## src/rtl/core/keyed_xorshift_stream_xor_macros.svh

```systemverilog
// Assertion macros for the keyed xorshift stream XOR block
`ifndef KEYED_XORSHIFT_STREAM_XOR_MACROS_SVH
`define KEYED_XORSHIFT_STREAM_XOR_MACROS_SVH

// same-cycle implication, sampled on clk, off during reset
`define KXS_ASSERT_NOW(label, ante, cons, msg) \
    label: assert property (@(posedge clk) disable iff (!rst_n) (ante) |-> (cons)) \
        else $error(msg);

// next-cycle implication, sampled on clk, off during reset
`define KXS_ASSERT_NEXT(label, ante, cons, msg) \
    label: assert property (@(posedge clk) disable iff (!rst_n) (ante) |=> (cons)) \
        else $error(msg);

`endif

```

## src/rtl/core/kxs_pkg.sv

```systemverilog
// Shared types, constants and microcode ROM for the keyed xorshift stream XOR block
package kxs_pkg;

    localparam logic [63:0] SEED_CONST = 64'h9E37_79B9_7F4A_7C15;
    localparam logic [63:0] MIX_CONST  = 64'hFF51_AFD7_ED55_8CCD;
    localparam logic [31:0] MIX_LO     = MIX_CONST[31:0];
    localparam logic [31:0] MIX_HI     = MIX_CONST[63:32];
    localparam int          FOLD_SHIFT = 33;
    localparam int          XS_A       = 13;
    localparam int          XS_B       = 7;
    localparam int          XS_C       = 17;

    localparam int KEY_ROUNDS = 16;
    localparam int ROUND_W    = $clog2(KEY_ROUNDS);
    localparam int PC_W       = 3;

    localparam logic [ROUND_W-1:0] LAST_ROUND = ROUND_W'(KEY_ROUNDS - 1);

    localparam logic [0:0] REG_KEY_LOW  = 1'b0;
    localparam logic [0:0] REG_KEY_HIGH = 1'b1;

    localparam logic [PC_W-1:0] ADDR_WAIT   = 3'd0;
    localparam logic [PC_W-1:0] ADDR_SEED   = 3'd1;
    localparam logic [PC_W-1:0] ADDR_ABSORB = 3'd2;
    localparam logic [PC_W-1:0] ADDR_MUL_LL = 3'd3;
    localparam logic [PC_W-1:0] ADDR_MUL_LH = 3'd4;
    localparam logic [PC_W-1:0] ADDR_MUL_HL = 3'd5;
    localparam logic [PC_W-1:0] ADDR_FOLD   = 3'd6;
    localparam logic [PC_W-1:0] ADDR_STEP   = 3'd7;

    typedef enum logic [2:0] {
        OP_WAIT,
        OP_SEED,
        OP_ABSORB,
        OP_MUL_LL,
        OP_MUL_LH,
        OP_MUL_HL,
        OP_FOLD,
        OP_STEP
    } op_t;

    typedef enum logic [1:0] {
        COND_NEXT,
        COND_ACCEPT,
        COND_LOOP,
        COND_JUMP
    } cond_t;

    typedef struct packed {
        op_t             op;
        cond_t           cond;
        logic [PC_W-1:0] target;
    } ucode_t;

    typedef struct packed {
        op_t                op;
        logic [ROUND_W-1:0] round;
    } ctrl_t;

    function automatic ucode_t micro_rom(input logic [PC_W-1:0] addr);
        ucode_t w;
        case (addr)
            ADDR_WAIT:   w = '{op: OP_WAIT,   cond: COND_ACCEPT, target: ADDR_SEED};
            ADDR_SEED:   w = '{op: OP_SEED,   cond: COND_NEXT,   target: ADDR_ABSORB};
            ADDR_ABSORB: w = '{op: OP_ABSORB, cond: COND_NEXT,   target: ADDR_MUL_LL};
            ADDR_MUL_LL: w = '{op: OP_MUL_LL, cond: COND_NEXT,   target: ADDR_MUL_LH};
            ADDR_MUL_LH: w = '{op: OP_MUL_LH, cond: COND_NEXT,   target: ADDR_MUL_HL};
            ADDR_MUL_HL: w = '{op: OP_MUL_HL, cond: COND_NEXT,   target: ADDR_FOLD};
            ADDR_FOLD:   w = '{op: OP_FOLD,   cond: COND_LOOP,   target: ADDR_ABSORB};
            ADDR_STEP:   w = '{op: OP_STEP,   cond: COND_JUMP,   target: ADDR_WAIT};
            default:     w = '{op: OP_WAIT,   cond: COND_JUMP,   target: ADDR_WAIT};
        endcase
        return w;
    endfunction

endpackage

```

## src/rtl/core/keyed_xorshift_stream_xor.sv

```systemverilog
// Top level: keyed xorshift64 keystream XOR, one byte per transfer
//
// Input channel (in_valid/in_ready) carries data_in and start_of_message;
// output channel (out_valid/out_ready) carries data_out, one result per input.
// Configuration: pulse cfg_write_en with cfg_index 0 (key_low) or 1 (key_high)
// and the 64-bit value on cfg_data; the key is read only by the key schedule.
// A byte without start_of_message is stepped in its transfer cycle; its result
// is on data_out the next cycle, and one byte per cycle is sustained while
// out_ready stays high. A byte with start_of_message runs the key schedule
// first: seed, then 16 rounds of 5 microcode steps each, with the 64x64
// multiply done as three passes through one shared 32x32 multiplier; in_ready
// stays low until the result shows.
// A single output register holds the result; while the receiver stalls the
// block takes no new byte, and takes one in the cycle the result drains.
// Reset clears the keys and the stream state to zero; until a start byte
// arrives the keystream is zero and data passes unchanged.
`include "keyed_xorshift_stream_xor_macros.svh"

module keyed_xorshift_stream_xor
    import kxs_pkg::*;
(
    input  logic        clk,
    input  logic        rst_n,
    input  logic        cfg_write_en,
    input  logic [0:0]  cfg_index,
    input  logic [63:0] cfg_data,
    input  logic        in_valid,
    output logic        in_ready,
    input  logic [7:0]  data_in,
    input  logic        start_of_message,
    output logic        out_valid,
    input  logic        out_ready,
    output logic [7:0]  data_out
);

    ctrl_t       ctrl;
    logic        in_fire;

    logic [63:0] key_low_reg;
    logic [63:0] key_high_reg;
    logic [63:0] state_reg;
    logic [63:0] state_next;
    logic [63:0] acc_reg;
    logic [63:0] acc_next;
    logic [7:0]  hold_reg;
    logic [7:0]  hold_next;
    logic        out_valid_reg;
    logic        out_valid_next;
    logic [7:0]  out_data_reg;
    logic [7:0]  out_data_next;

    logic [63:0] xs_a;
    logic [63:0] xs_b;
    logic [63:0] xs_c;
    logic [63:0] key_word;
    logic [63:0] lane_mask;
    logic [31:0] mult_a;
    logic [31:0] mult_b;
    logic [63:0] prod;

    kxs_seq u_seq (
        .clk    (clk),
        .rst_n  (rst_n),
        .accept (in_fire),
        .start  (start_of_message),
        .ctrl   (ctrl)
    );

    assign in_ready  = (ctrl.op == OP_WAIT) && (!out_valid_reg || out_ready);
    assign in_fire   = in_valid && in_ready;
    assign out_valid = out_valid_reg;
    assign data_out  = out_data_reg;

    assign xs_a = state_reg ^ (state_reg << XS_A);
    assign xs_b = xs_a ^ (xs_a >> XS_B);
    assign xs_c = xs_b ^ (xs_b << XS_C);

    assign key_word  = ctrl.round[ROUND_W-1] ? key_high_reg : key_low_reg;
    assign lane_mask = 64'hFF << {ctrl.round[ROUND_W-2:0], 3'b000};

    assign mult_a = (ctrl.op == OP_MUL_HL) ? state_reg[63:32] : state_reg[31:0];
    assign mult_b = (ctrl.op == OP_MUL_LH) ? MIX_HI : MIX_LO;
    assign prod   = 64'(mult_a) * 64'(mult_b);

    always_ff @(posedge clk or negedge rst_n)
    begin
        if (!rst_n)
        begin
            key_low_reg   <= '0;
            key_high_reg  <= '0;
            state_reg     <= '0;
            out_valid_reg <= 1'b0;
        end
        else
        begin
            if (cfg_write_en && (cfg_index == REG_KEY_LOW))
            begin
                key_low_reg <= cfg_data;
            end
            if (cfg_write_en && (cfg_index == REG_KEY_HIGH))
            begin
                key_high_reg <= cfg_data;
            end
            state_reg     <= state_next;
            out_valid_reg <= out_valid_next;
        end
    end

    always_ff @(posedge clk)
    begin
        acc_reg      <= acc_next;
        hold_reg     <= hold_next;
        out_data_reg <= out_data_next;
    end

    always_comb
    begin
        state_next     = state_reg;
        acc_next       = acc_reg;
        hold_next      = in_fire ? data_in : hold_reg;
        out_valid_next = out_valid_reg && !out_ready;
        out_data_next  = out_data_reg;
        case (ctrl.op)
            OP_WAIT:
            begin
                if (in_fire && !start_of_message)
                begin
                    state_next     = xs_c;
                    out_valid_next = 1'b1;
                    out_data_next  = data_in ^ xs_c[7:0];
                end
            end
            OP_SEED:   state_next = SEED_CONST;
            OP_ABSORB: state_next = state_reg ^ (key_word & lane_mask);
            OP_MUL_LL: acc_next   = prod;
            OP_MUL_LH: acc_next   = acc_reg + {prod[31:0], 32'b0};
            OP_MUL_HL: state_next = acc_reg + {prod[31:0], 32'b0};
            OP_FOLD:   state_next = state_reg ^ (state_reg >> FOLD_SHIFT);
            OP_STEP:
            begin
                state_next     = xs_c;
                out_valid_next = 1'b1;
                out_data_next  = hold_reg ^ xs_c[7:0];
            end
            default:   state_next = state_reg;
        endcase
    end

    `KXS_ASSERT_NEXT(a_start_blocks_input, in_fire && start_of_message, !in_ready,
        "input taken again during key schedule")
    `KXS_ASSERT_NEXT(a_plain_byte_result, in_fire && !start_of_message, out_valid_reg,
        "no result the cycle after a plain byte transfer")
    `KXS_ASSERT_NOW(a_step_slot_free, ctrl.op == OP_STEP, !out_valid_reg,
        "keystream step would overwrite a pending result")

endmodule

```

## src/rtl/core/kxs_seq.sv

```systemverilog
// Microcode sequencer: step counter, round counter and control ROM
module kxs_seq
    import kxs_pkg::*;
(
    input  logic  clk,
    input  logic  rst_n,
    input  logic  accept,
    input  logic  start,
    output ctrl_t ctrl
);

    logic [PC_W-1:0]    pc_reg;
    logic [PC_W-1:0]    pc_next;
    logic [ROUND_W-1:0] round_reg;
    logic [ROUND_W-1:0] round_next;
    ucode_t             uword;

    assign uword = micro_rom(pc_reg);

    always_ff @(posedge clk or negedge rst_n)
    begin
        if (!rst_n)
        begin
            pc_reg    <= ADDR_WAIT;
            round_reg <= '0;
        end
        else
        begin
            pc_reg    <= pc_next;
            round_reg <= round_next;
        end
    end

    always_comb
    begin
        pc_next    = pc_reg + PC_W'(1);
        round_next = round_reg;
        case (uword.cond)
            COND_NEXT:   pc_next = pc_reg + PC_W'(1);
            COND_ACCEPT: pc_next = (accept && start) ? uword.target : pc_reg;
            COND_LOOP:   pc_next = (round_reg != LAST_ROUND) ? uword.target
                                                             : pc_reg + PC_W'(1);
            COND_JUMP:   pc_next = uword.target;
            default:     pc_next = ADDR_WAIT;
        endcase
        case (uword.op)
            OP_SEED: round_next = '0;
            OP_FOLD: round_next = round_reg + ROUND_W'(1);
            default: round_next = round_reg;
        endcase
    end

    assign ctrl.op    = uword.op;
    assign ctrl.round = round_reg;

endmodule
```

## config.mk

```make
export PLATFORM = sky130hd
export DESIGN_NAME = keyed_xorshift_stream_xor
export DESIGN_NICKNAME = d
export VERILOG_FILES = /design/src/rtl/core/kxs_pkg.sv /design/src/rtl/core/keyed_xorshift_stream_xor.sv /design/src/rtl/core/kxs_seq.sv
export VERILOG_INCLUDE_DIRS = /design/src /design/src/rtl/core
export SDC_FILE = /design/constraint.sdc
export NUM_CORES = 2
export LEC_CHECK = 0
export BUFFER_PORTS_ARGS = -buffer_cell sky130_fd_sc_hd__buf_2
export CAP_MARGIN = 20
export CORE_MARGIN = 3
export CORE_UTILIZATION = 60
export DETAILED_ROUTE_END_ITERATION = 7
export GPL_TIMING_DRIVEN = 0
export PLACE_DENSITY = 0.87
export SYNTH_ARGS = -nofsm -noshare
export SYNTH_HDL_FRONTEND = slang
export SYNTH_SLANG_ARGS = --single-unit
```

## constraint.sdc

```tcl
create_clock -name clk -period 9.8 [get_ports clk]
set_input_delay 1.47 -clock clk [delete_from_list [all_inputs] [get_ports clk]]
set_output_delay 1.47 -clock clk [all_outputs]
set_load 0.02 [all_outputs]
```

* Word-level counts from Yosys, hierarchy flattened
Memories as Yosys holds them, arrays and structs flattened.
Index checks and enable logic that the tools add are counted.
** Storage, ports and cells
- Flip-flop bits (word level) :: 280
- Word-level logic and storage cells :: 70
- Output and inout port bits :: 10
- Memories kept :: 1
- Input bits :: 79
- ROM bits :: 64
** Operators by class
- Reduce and logical (&&, ||, !) cells :: 19
- Shifts and indexed selects :: 1
- Equal/unequal tests :: 13
- Add/sub/neg operators :: 3
- Bitwise logic cells :: 9
- $mul :: 1
- Muxes and demuxes :: 14
** Memory list
- (no name shown) :: depth 8, width 8, read ports 1, clocked after memory_dff 0, write ports 0, line kxs_pkg.sv:62 : case (addr)
** Operator list (number)
- 64-bit case mux with 6 select lines :: 1
- 64-bit bitwise XOR :: 3
- 64-bit 2-to-1 mux :: 2
- 64-bit case mux with 2 select lines :: 1
- 64-bit adder :: 1
- 64-bit AND :: 1
- 32-bit by 32-bit multiplier with 64-bit output :: 1
- 8-bit by 6-bit << shifter with 64-bit output, first input constant :: 1
- 64-bit by 31-bit bitwise XOR with 64-bit output :: 1
- 64-bit by 57-bit bitwise XOR with 64-bit output :: 1
- 32-bit 2-to-1 mux :: 1
- 29-bit 2-to-1 mux :: 1
- 8-bit case mux with 2 select lines :: 1
- 8-bit bitwise XOR :: 2
- 3-bit == test, second input constant :: 4
- 3-bit case mux with 4 select lines :: 1
- 8-bit 2-to-1 mux :: 1
- 4-bit case mux with 2 select lines :: 1
- 1-bit logical AND :: 7
- 3-bit by 2-bit == test with 1-bit output, second input constant :: 2
- 3-bit 2-to-1 mux :: 2
- 2-bit nonzero test :: 3
- 6-bit nonzero test :: 1
- 4-bit by 1-bit adder with 4-bit output, second input constant :: 1
- 14 further kinds :: 19

* Longest topological paths before layout
- Depth after elaboration :: 7
- Depth in mapped cells :: 43
- Gate-level depth less buffers :: 39

* Cells and area by module
A second synthesis with hierarchy kept.
** Second synthesis, totals
- Cell total of the unflattened synthesis :: 4123
- Area total of the unflattened synthesis :: 41762.6 sq um
** Modules (own cells, without submodules)
- keyed_xorshift_stream_xor :: area an instance 41242.1 sq um, instances 1, cells each 4070
- kxs_seq :: area an instance 520.5 sq um, instances 1, cells each 53

* Worst setup path after synthesis
No wires, ideal clock.
- Path kind :: flip-flop to flip-flop
- Start point :: register u_seq.pc_reg[1]
- End point :: register state_reg[63]
- Stages on the path, launching flop included :: 39
- Required time :: 9668 ps
- Arrival time :: 10391 ps
- Setup slack :: -723 ps
- Library setup time :: 132 ps
- Cell sequence :: dfrtp_1 > inv_1 > ha_1 > clkbuf_1 > nand2_1 > buf_1 > clkbuf_1 > mux2i_1 > inv_1 > nand2_1 > o21ai_0 > ha_1 > fa_1 > inv_1 > fa_1 > fa_1 > inv_1 > fa_1 > [3 not listed] > ha_1 > clkbuf_1 > nand2_1 > o21ai_0 > a211oi_1 > nand3b_4 > o311a_4 > nor2_1 > xnor2_1 > ha_1 > clkbuf_1 > and3_1 > a211oi_1 > o21ai_2 > a221oi_2 > xnor2_1 > a2111oi_0 > nor2_1
** On the way
- Word-level cells in the longest chain between the ends :: 7
- Elaborated cells between the ends (all ways) :: 19
** Ends and longest elaborated chain
- from (decl) :: line kxs_seq.sv:12 : logic [PC_W-1:0] pc_reg;
- from (signal assigned) :: line kxs_seq.sv:29 : pc_reg <= pc_next;
- memory 8 x 8 bit *
- parallel branches: the longest is 6 deep, another holds 32-bit by 32-bit multiplier with 64-bit output
- to (signal assigned) :: line keyed_xorshift_stream_xor.sv:104 : state_reg <= state_next;
- to (decl) :: line keyed_xorshift_stream_xor.sv:41 : logic [63:0] state_reg;
Mark *: on every way between the ends.
A chain may end at the register's enable or synchronous reset.

* Worst setup path in the final report
- Start point :: register u_seq.pc_reg[1]
- End point :: register acc_reg[56], data pin
** On the way
- Word-level cells in the longest chain between the ends :: 6
- Elaborated cells between the ends (all ways) :: 9
** Ends and longest elaborated chain
- memory 8 x 8 bit *
- 3-bit == test (on tied branches) :: line keyed_xorshift_stream_xor.sv:81, keyed_xorshift_stream_xor.sv:82, keyed_xorshift_stream_xor.sv:123
- 32-bit 2-to-1 mux / 29-bit 2-to-1 mux (equally long branches) :: line keyed_xorshift_stream_xor.sv:81, keyed_xorshift_stream_xor.sv:82
- 32-bit by 32-bit multiplier with 64-bit output :: line keyed_xorshift_stream_xor.sv:83 : assign prod = 64'(mult_a) * 64'(mult_b);
- 64-bit adder :: line keyed_xorshift_stream_xor.sv:136 : OP_MUL_LH: acc_next = acc_reg + {prod[31:0], 32'b0};
- 64-bit case mux with 2 select lines * :: line keyed_xorshift_stream_xor.sv:123 : case (ctrl.op)
- named net acc_next[56] :: line keyed_xorshift_stream_xor.sv:44 : logic [63:0] acc_next;
- to (signal assigned) :: line keyed_xorshift_stream_xor.sv:111 : acc_reg <= acc_next;
- to (decl) :: line keyed_xorshift_stream_xor.sv:43 : logic [63:0] acc_reg;
The timed path passes the listed nets; every way through them passes the cells marked *.

==> flow_summary.toml <==
[run_status]
outcome = "finished with violations"
violations = "setup timing"

[global_routing]
grt_pass1_wl_um = 216000
grtUsageTotal_pct = 40.2
grt_pass1_vias = 34300
antenna_found_initial = 6
grt_max_degree = 101
grt.overflow.total = 0

[worst_setup_path]
critical-path-top-delay-family = "adder cells"
cp_max_fo = 12
required_ns = 10.14
crit_arrival_ns = 10.22
crit_top_cell = "fa_1"
crit_buf_inv = 8
cp_slowest_cell = "fa_1"
end_kind = "register"
cp_slowest_stage_delay_ns = 0.64
path_class = "register to register"
start_kind = "register"

[placement]
gp_congestion = 1.05
place_hpwl_um = 116000
io_buffers = 88
dp.cells = 5152

[sta]
setup_viol = 5
fmax_mhz = 101
final_hold_viol_count = 0
finClkSkew_ns = 0.0159
fin_crit_ns = 9.88
timing.final.crit_share_pct = 101
drv_slew = 0
worst_pin_slew_ns = 1.21
relSlewSlack_pct = 19.3
setup_slack_ns = -0.0801

[floorplanning]
die_w_um = 269
core_area_um2 = 68000
die_h_um = 269
num_rows = 95
start_util_pct = 61.2
boundaryPins = 89
dieArea_um2 = 72600

[route]
drt.antenna.violating_nets = 0
drt-pass1-iter-count = 6
drt_iter0_drc = 4899
num_vias = 34100
viasPerCell = 6.36
drc = 0
drt-wirelength-per-cell_um = 28.4
drt-total-wl_um = 153000

[clocking]
ctsHtreeMaxLevel = 1
cts_root_buf = "clkbuf_16"
cts.reportedPaths.clkPinSlew_ns = 0.06
cts_buffer_depth = 3
clock_sinks = 280
clk-insertion-delay-late_ns = 0.59
hold_buffers = 0
cts_tree = "yes"
cts_buffers = 29

[logic_synthesis]
synth_cell_types = 79
synth_fp_nets = 5310
synth_top_cell_by_area = "fa_1"
synth-async-reset-ratio_pct = 71.4
synth-seq-cells = 280
synthCells = 4126
ys_top_cells_by_area = "fa_1 (31%), ha_1 (14%), dfrtp_1 (12%), inv_1 (6.4%), edfxtp_1 (5.8%)"
yosysWarnings = 0
ys_top_cells_by_count = "inv_1 (714), fa_1 (638), ha_1 (467)"
synth_edf_count = 80
seq_area_frac_synth_pct = 17.8
synth.most_common_cell = "inv_1"
synthFlopType = "dfrtp_1"
syn_avg_cell_area_um2 = 10.1
netlist_area_um2 = 41600
synth_top_cell_area_share_pct = 30.7

[final_layout]
multiInputGateArea_um2 = 32200
seq_area_um2 = 7410
finalNonFillerCells = 5373
nets = 5607
area_growth_pct = 14.4
drive_gt1_share_pct = 17.1
fill_cells = 4823

[job]
drv_cap = 0

[min_path]
min_path_type = "register to register"
-- metrics by stage --
| step | setup TNS (ns) | util [%] | cell area [um^2] | hold WS, ns | setup slack (ns) |
|---|---|---|---|---|---|
| after floorplan | 0 | - | 41700 | 0.474 | 0.00923 |
| after global placement | -127.86 | 63.7 | 43300 | 0.482 | -3.52 |
| after detailed placement | -100.41 | 64.1 | 43600 | 0.493 | -3.11 |
| after CTS | -0.0719 | 68.0 | 46200 | 0.507 | -0.0470 |
| after global routing | -1.94 | 70.0 | 47600 | 0.515 | -0.273 |
| final | -0.245 | 70.1 | 47600 | 0.503 | -0.0801 |
-- layout make-up --
type	count	share of cell area [%]
clock buffers	41	1.88
plain buffers	190	1.75
well taps	921	2.42
multi-input cells	2928	67.6
inverters	715	5.94
diodes	6	0.0315
repair buffers	279	4.55
flip-flops and latches	280	15.6
clock inverters	13	0.242
-- metal layers --
layer	share of wire (%)	up-vias	global-route usage (%)
met5	0	-	0
met4	7.7	0	22.4
met3	14	743	12.7
met2	43	2635	59.9
met1	35	16800	52.4
li1	-	13900	-
-- layout by cell type, fill, tap and decap left out, types with 18 or more instances in the layout --
cell type     n
nor3_1       31
nand2_1     205
inv_1       670
buf_2        90
a21oi_1     161
o21bai_1     19
nand2_2      19
nand3_1      27
nor2_1      178
and2_1       37
xnor2_1     211
clkbuf_16    33
ha_1        436
dfrtp_1     199
clkinvlp_4   40
nand4_1      18
o21ai_0     189
ha_4         26
a21o_1       43
mux2i_1      68
clkbuf_1    160
buf_6        19
edfxtp_1     80
buf_4       159
mux2_2      146
xor2_1      109
fa_1        622
-- logic make-up (layout without fill, tap and decap cells) --
family / Yosys count / after routing / synth area share (%)
flops: 280 / 280 / 17.8
fa+ha+maj: 1105 / 1105 / 44.7
buf+inv: 918 / 1238 / 8.28
xor+xnor: 340 / 340 / 7.18
other cells: 1 / 7 / 0.00900
compound gates: 612 / 612 / 9.19
mux: 231 / 231 / 5.99
simple gates: 639 / 639 / 6.86
-- path summary, 6_finish.rpt --
path / startpoint / to / slack [ns] / cells past startpoint
worst max-delay path: u_seq.pc_reg[1] / acc_reg[56] / -0.08 / 32
worst min-delay path: key_low_reg[59] / key_low_reg[59] / 0.50 / 1
worst max register to register: u_seq.pc_reg[1] / acc_reg[56] / -0.08 / 32
worst min register to register: key_low_reg[59] / key_low_reg[59] / 0.50 / 1
max in group asynchronous: rst_n / u_seq.pc_reg[0] / 7.90 / 3
min in group asynchronous: rst_n / key_high_reg[48] / 0.74 / 1
-- what timing repair did --
item / in CTS / in global routing
pin swaps: 22 / 78
resized for setup: 214 / 156
cloned: 2 / 0
setup buffers: 85 / 87
endpoints found under the setup margin: 68 / 28
Power is left out: the tool's default activity adds up to more than one toggle a clock period on the data nets, which glitch-free logic cannot reach.
